File: config.mk
export PLATFORM = sky130hd
export DESIGN_NAME = selective_repeat_reorder_window
export DESIGN_NICKNAME = d
export VERILOG_FILES = /design/src/rtl/srrw_pkg.sv /design/src/rtl/srrw_slot_ram.sv /design/src/rtl/selective_repeat_reorder_window.sv
export SDC_FILE = /design/constraint.sdc
export NUM_CORES = 1
export LEC_CHECK = 0
export BUFFER_PORTS_ARGS = -buffer_cell sky130_fd_sc_hd__buf_4
export CELL_PAD_IN_SITES_DETAIL_PLACEMENT = 0
export CELL_PAD_IN_SITES_GLOBAL_PLACEMENT = 2
export CORE_MARGIN = 8
export CORE_UTILIZATION = 45
export DETAILED_ROUTE_END_ITERATION = 8
export PLACE_DENSITY_LB_ADDON = 0.1
export SYNTH_ARGS = -nofsm -noshare
export SYNTH_HDL_FRONTEND = slang
export SYNTH_SLANG_ARGS = --single-unit
export TNS_END_PERCENT = 20
File: constraint.sdc
create_clock -name clk -period 13.7 [get_ports clk]
set_clock_uncertainty 0.2 [all_clocks]
set_input_delay 0.685 -clock clk [delete_from_list [all_inputs] [get_ports clk]]
set_output_delay 0.685 -clock clk [all_outputs]
set_load 0.02 [all_outputs]
File: src/rtl/srrw_pkg.sv
// ----------------------------------------------------------------------------
// srrw_pkg
// Shared sizes and constants for the reorder window: slot geometry, field
// widths, chunk mask and sequencer state codes.
// ----------------------------------------------------------------------------
package srrw_pkg;

  // Both must stay powers of two: slot index is a plain bit slice of byte_seq.
  localparam int WINDOW_SLOTS = 8;
  localparam int SLOT_BYTES   = 8;

  localparam int SEQ_W   = 32;
  localparam int DATA_W  = 64;
  localparam int CNT_W   = 4;
  localparam int SLOT_W  = (WINDOW_SLOTS > 1) ? $clog2(WINDOW_SLOTS) : 1;
  localparam int SLOT_SH = $clog2(SLOT_BYTES);

  localparam logic [CNT_W-1:0]  SLOT_BYTES_C = CNT_W'(SLOT_BYTES);
  localparam logic [SLOT_W-1:0] LAST_SLOT_C  = SLOT_W'(WINDOW_SLOTS - 1);

  localparam logic [DATA_W-1:0] CHUNK_MASK =
    (SLOT_BYTES >= 8) ? {DATA_W{1'b1}}
                      : ((DATA_W'(1) << (8 * SLOT_BYTES)) - DATA_W'(1));

  typedef logic [SLOT_W-1:0] slot_idx_t;
  typedef logic [DATA_W-1:0] chunk_t;

  typedef enum logic [1:0] {
    ST_IDLE    = 2'b01,
    ST_RELEASE = 2'b10
  } seq_state_t;

endpackage

File: src/rtl/srrw_slot_ram.sv
// ----------------------------------------------------------------------------
// srrw_slot_ram
// Slot payload store: one write port, one read port, registered read data.
// ----------------------------------------------------------------------------
module srrw_slot_ram (
  input  logic              clk,
  input  logic              wr_en,
  input  srrw_pkg::slot_idx_t wr_addr,
  input  srrw_pkg::chunk_t  wr_data,
  input  logic              rd_en,
  input  srrw_pkg::slot_idx_t rd_addr,
  output srrw_pkg::chunk_t  rd_data
);
  import srrw_pkg::*;

  chunk_t mem [WINDOW_SLOTS];
  chunk_t rd_data_r;

  always_ff @(posedge clk) begin
    if (wr_en) begin
      mem[wr_addr] <= wr_data;
    end
  end

  always_ff @(posedge clk) begin
    if (rd_en) begin
      rd_data_r <= mem[rd_addr];
    end
  end

  assign rd_data = rd_data_r;

endmodule

File: src/rtl/selective_repeat_reorder_window.sv
// Output: the first result of a releasing request passes the sequencer state,
// slot RAM read and output registers; then one per cycle while the result side
// does not stall. Input: a request releasing nothing causes no stall; one that
// releases slots stalls it until its last chunk is in the output register.
// Reset: valid bits, final-slot marker and final byte count are cleared; slot
// payload RAM is not initialised.
// ----------------------------------------------------------------------------
// selective_repeat_reorder_window
// Receive reorder window: stores packets by slot, releases in-order runs.
// ----------------------------------------------------------------------------
module selective_repeat_reorder_window (
  input  logic                          clk,
  input  logic                          rst_n,
  input  logic                          in_valid,
  output logic                          in_stall,
  input  logic [srrw_pkg::SEQ_W-1:0]    in_byte_seq,
  input  logic [srrw_pkg::DATA_W-1:0]   in_payload,
  input  logic                          in_is_last,
  input  logic [srrw_pkg::CNT_W-1:0]    in_final_count,
  output logic                          out_valid,
  input  logic                          out_stall,
  output logic [srrw_pkg::DATA_W-1:0]   out_chunk_out,
  output logic [srrw_pkg::CNT_W-1:0]    out_byte_count,
  output logic                          out_run_end,
  output logic                          out_transfer_done
);
  import srrw_pkg::*;

  seq_state_t state_r, state_nxt;

  logic [WINDOW_SLOTS-1:0] valid_r, valid_nxt;
  logic                    fin_seen_r, fin_seen_nxt;
  slot_idx_t               fin_slot_r, fin_slot_nxt;
  logic [CNT_W-1:0]        fin_bytes_r, fin_bytes_nxt;

  slot_idx_t idx_r, idx_nxt;
  slot_idx_t last_r, last_nxt;
  logic      done_r, done_nxt;

  logic             rd_vld_r;
  logic [CNT_W-1:0] rd_cnt_r;
  logic             rd_end_r;
  logic             rd_done_r;
  chunk_t           rd_data;

  logic             out_valid_r;
  chunk_t           out_chunk_r;
  logic [CNT_W-1:0] out_cnt_r;
  logic             out_end_r;
  logic             out_done_r;

  logic                    accept;
  slot_idx_t               in_slot;
  logic [WINDOW_SLOTS-1:0] valid_upd;
  logic                    prefix_ok;
  logic                    release_go;
  slot_idx_t               rel_last;
  logic                    issue;
  logic                    load;

  assign in_stall = (state_r != ST_IDLE) || rd_vld_r;
  assign accept   = in_valid && !in_stall;
  assign in_slot  = in_byte_seq[SLOT_SH +: SLOT_W];

  assign load  = rd_vld_r && (!out_valid_r || !out_stall);
  assign issue = (state_r == ST_RELEASE) && (!rd_vld_r || load);

  // Window update and release decision for the request being accepted
  always_comb begin
    fin_seen_nxt  = fin_seen_r;
    fin_slot_nxt  = fin_slot_r;
    fin_bytes_nxt = fin_bytes_r;
    if (accept && in_is_last) begin
      fin_seen_nxt  = 1'b1;
      fin_slot_nxt  = in_slot;
      fin_bytes_nxt = (in_final_count > SLOT_BYTES_C) ? SLOT_BYTES_C : in_final_count;
    end

    valid_upd = valid_r;
    valid_upd[in_slot] = 1'b1;

    prefix_ok = 1'b1;
    for (int i = 0; i < WINDOW_SLOTS; i++) begin
      if (SLOT_W'(i) < fin_slot_nxt) begin
        prefix_ok = prefix_ok & valid_upd[i];
      end
    end

    release_go = fin_seen_nxt ? prefix_ok : (&valid_upd);
    rel_last   = fin_seen_nxt ? fin_slot_nxt : LAST_SLOT_C;

    valid_nxt = valid_r;
    if (accept) begin
      valid_nxt = valid_upd;
      if (release_go) begin
        for (int i = 0; i < WINDOW_SLOTS; i++) begin
          if (SLOT_W'(i) <= rel_last) begin
            valid_nxt[i] = 1'b0;
          end
        end
      end
    end
  end

  // Release sequencer: one slot RAM read per step
  always_comb begin
    state_nxt = state_r;
    idx_nxt   = idx_r;
    last_nxt  = last_r;
    done_nxt  = done_r;
    unique case (state_r)
      ST_IDLE: begin
        if (accept && release_go) begin
          state_nxt = ST_RELEASE;
          idx_nxt   = '0;
          last_nxt  = rel_last;
          done_nxt  = fin_seen_nxt;
        end
      end
      ST_RELEASE: begin
        if (issue) begin
          idx_nxt = idx_r + SLOT_W'(1);
          if (idx_r == last_r) begin
            state_nxt = ST_IDLE;
          end
        end
      end
      default: state_nxt = ST_IDLE;
    endcase
  end

  always_ff @(posedge clk) begin
    if (!rst_n) begin
      state_r     <= ST_IDLE;
      valid_r     <= '0;
      fin_seen_r  <= 1'b0;
      fin_slot_r  <= '0;
      fin_bytes_r <= '0;
      rd_vld_r    <= 1'b0;
      out_valid_r <= 1'b0;
    end else begin
      state_r     <= state_nxt;
      valid_r     <= valid_nxt;
      fin_seen_r  <= fin_seen_nxt;
      fin_slot_r  <= fin_slot_nxt;
      fin_bytes_r <= fin_bytes_nxt;
      if (issue) begin
        rd_vld_r <= 1'b1;
      end else if (load) begin
        rd_vld_r <= 1'b0;
      end
      if (load) begin
        out_valid_r <= 1'b1;
      end else if (!out_stall) begin
        out_valid_r <= 1'b0;
      end
    end
  end

  always_ff @(posedge clk) begin
    idx_r  <= idx_nxt;
    last_r <= last_nxt;
    done_r <= done_nxt;
    if (issue) begin
      // final slot of a finished transfer goes out with the final byte count
      rd_cnt_r  <= (done_r && idx_r == last_r) ? fin_bytes_r : SLOT_BYTES_C;
      rd_end_r  <= (idx_r == last_r);
      rd_done_r <= done_r;
    end
    if (load) begin
      out_chunk_r <= rd_data;
      out_cnt_r   <= rd_cnt_r;
      out_end_r   <= rd_end_r;
      out_done_r  <= rd_done_r;
    end
  end

  srrw_slot_ram u_slot_ram (
    .clk     (clk),
    .wr_en   (accept),
    .wr_addr (in_slot),
    .wr_data (in_payload & CHUNK_MASK),
    .rd_en   (issue),
    .rd_addr (idx_r),
    .rd_data (rd_data)
  );

  assign out_valid         = out_valid_r;
  assign out_chunk_out     = out_chunk_r;
  assign out_byte_count    = out_cnt_r;
  assign out_run_end       = out_end_r;
  assign out_transfer_done = out_done_r;

endmodule

==> metrics <==
Worst-Skew Late Latency roughly 600 ps; Die H about 250 um; TNS Setup 0 ps; Final Net Count around 1400; DR pass1 iterations 4; vias in the first global route 12000; clk buf depth 3; fmax 288 MHz; top cells by count, synth edfxtp_1 (659), mux4_2 (128), mux2_2 (64); Initial Util 0.454; Seq/Total Area, Yosys 0.809; Post-synth EDFFs 659; Via density 5.35; # fillers about 4200; post-synthesis cell type count 53; CTS root buf clkbuf_16; post-cts resize count 0; vias roughly 11000; # placed instances between 1500 and 2000; CTS sink count 679; post-layout minimum cycle time 3470 ps; Synth top area share 0.793; CP Launch Type flop; Num CTS Buffers 72; antenna violations before repair 4; Post-synth top flop edfxtp_1; max-slew violations 0; share of layout cells above drive strength 1 0.369; CORE AREA 55000 sq um; non-filler instance count after layout around 2100; I/O pins 177; Core Rows 86; Worst-Margin Slew 1070 ps; Avg Inst Size Synth approximately 23 sq um; remaining antenna violation count 0; Synth Cell Area 25000 sq um; crit path DAT approximately 3500 ps; PD cells 150 nW/um^2; Setup WS pre-CTS 9780 ps; Slew Limit Headroom 0.286; flop-to-flop setup slack 10230 ps; DRC 0; WL/cell 24.6 um; clk slew on worst S/H paths 60 ps; Syn. warnings 0; Mapped Nets 1173; Cells after Synth 1067; Port Buffers 147; Final Hold Viols 0; Critical Path End Type flop; largest net degree at the start of global routing roughly 100; die width 252 um; MaxCap Viol Count 0; most frequent cell after synthesis edfxtp_1; leakage 9.48 nW; WL final 50.8 mm; status complete, no violations; cell taking the most area after synthesis edfxtp_1; Yosys reg bits between 600 and 700; global route total overflow 0; Max IR drop VDD about 0.1 mV; part of the cycle the worst path needs 0.253; RSZ-0062 raised after global routing no; P&R area growth vs syn 17.5%; worst-path maximum fanout 34; hold buffer count at CTS 0; gr usage total 0.161; first-pass GRT wire length approximately 76 mm; dpl hpwl 25.9 mm; Crit path required time 13720 ps; routability cong. about 0.69; asr flop ratio synth 0; Post-CTS Setup Repair Bufs 0; top cells by area, synth edfxtp_1 (79%), mux4_2 (12%), mux2_2 (2.9%); Hold Crit Class in2reg; Setup WS post-layout 10230 ps; drt initial violations 770; count of final setup violators 0; hold slack 115 ps; CTS tree yes; CTS H-tree lvls 3; die area 63300 sq um; Power, Total 4.39 mW; CP Class reg2reg
power by group:
part | internal, mW | leakage (nW) | switching (mW)
Sequential | 2.32 | 6.13 | 0.00947
Clock | 1.12 | 1.13 | 0.768
Combinational | 0.0776 | 2.22 | 0.0993
Total | 3.52 | 9.48 | 0.877
per-layer routing:
metal / vias to the layer above / share of wire / GRT usage / wire, um
met3: 59 / 0.047 / 0.0354 / 2410
li1: 4863 / - / - / -
met5: - / 0.00069 / 0 / 35
met2: 219 / 0.49 / 0.268 / 25000
met4: 6 / 0.015 / 0.0452 / 775
met1: 5892 / 0.44 / 0.212 / 22500
flip-flops by register name (all words and copies together), names as in the netlist, 2 cells and up:
name                flops
u_slot_ram.mem        512
out_chunk_out          64
u_slot_ram.rd_data     64
valid_r                 8
fin_bytes_r             4
out_byte_count          4
rd_cnt_r                4
fin_slot_r              3
idx_r                   3
last_r                  3
state_r                 2
logic make-up after synthesis:
family / Yosys count / synth area share
AOI/OAI and AO/OA: 60 / 0.0176
xor gates and xnor gates: 4 / 0.00140
adders and majority gates: 1 / 0.000501
buffers and inverters: 55 / 0.00997
DFF: 679 / 0.809
muxes: 194 / 0.145
and+or+nand+nor: 74 / 0.0163
area by class of cell:
cell class	instances	area [sq um]	share of cell area
multi-input cells	333	4590	0.157
clock buffers	90	1940	0.0663
inverters	5	18.8	0.000640
clock inverters	39	358	0.0122
well taps	748	936	0.0319
repair buffers	169	1280	0.0437
diodes	1	2.50	0.0000854
flip-flops and latches	679	20200	0.689
worst max-delay path, cell delays in order (launching register included):
cell	delay [ps]
dfxtp_1	370
nor4bb_2	340
nand2_1	210
nor3_2	810
buf_4	540
buf_4	590
worst paths after layout:
kind / startpoint / end / cells past startpoint
hold reg to reg: u_slot_ram.rd_data[60] / out_chunk_out[60] / 0
hold / removal: in_payload[5] / u_slot_ram.mem[6][5] / 1
setup / recovery: rd_vld_r / u_slot_ram.mem[1][42] / 5
setup reg to reg: rd_vld_r / u_slot_ram.mem[1][42] / 5
layout by cell type (no fill, tap or decap), types with 4 or more instances in the layout:
cell type / count
nand3b_1: 4
o21ai_0: 11
nor3_1: 4
edfxtp_1: 659
inv_1: 5
nor2b_1: 4
nor3b_1: 4
clkbuf_16: 75
clkinv_1: 13
mux2_2: 64
bufinv_16: 6
mux4_2: 128
and2_1: 4
and3_1: 4
a31oi_1: 6
a21boi_0: 6
nand2_1: 16
a21oi_1: 14
clkbuf_1: 14
clkinv_2: 15
dfxtp_1: 20
buf_4: 168
nor2_1: 12
metrics by stage:
stage	utilization	instance area (sq um)
detailed placement	0.491	27000
global placement	0.491	27000
floorplan	-	25000
global route	0.533	29300
finish	0.533	29300
CTS	0.533	29300
Power figures use the tool's default switching activity.
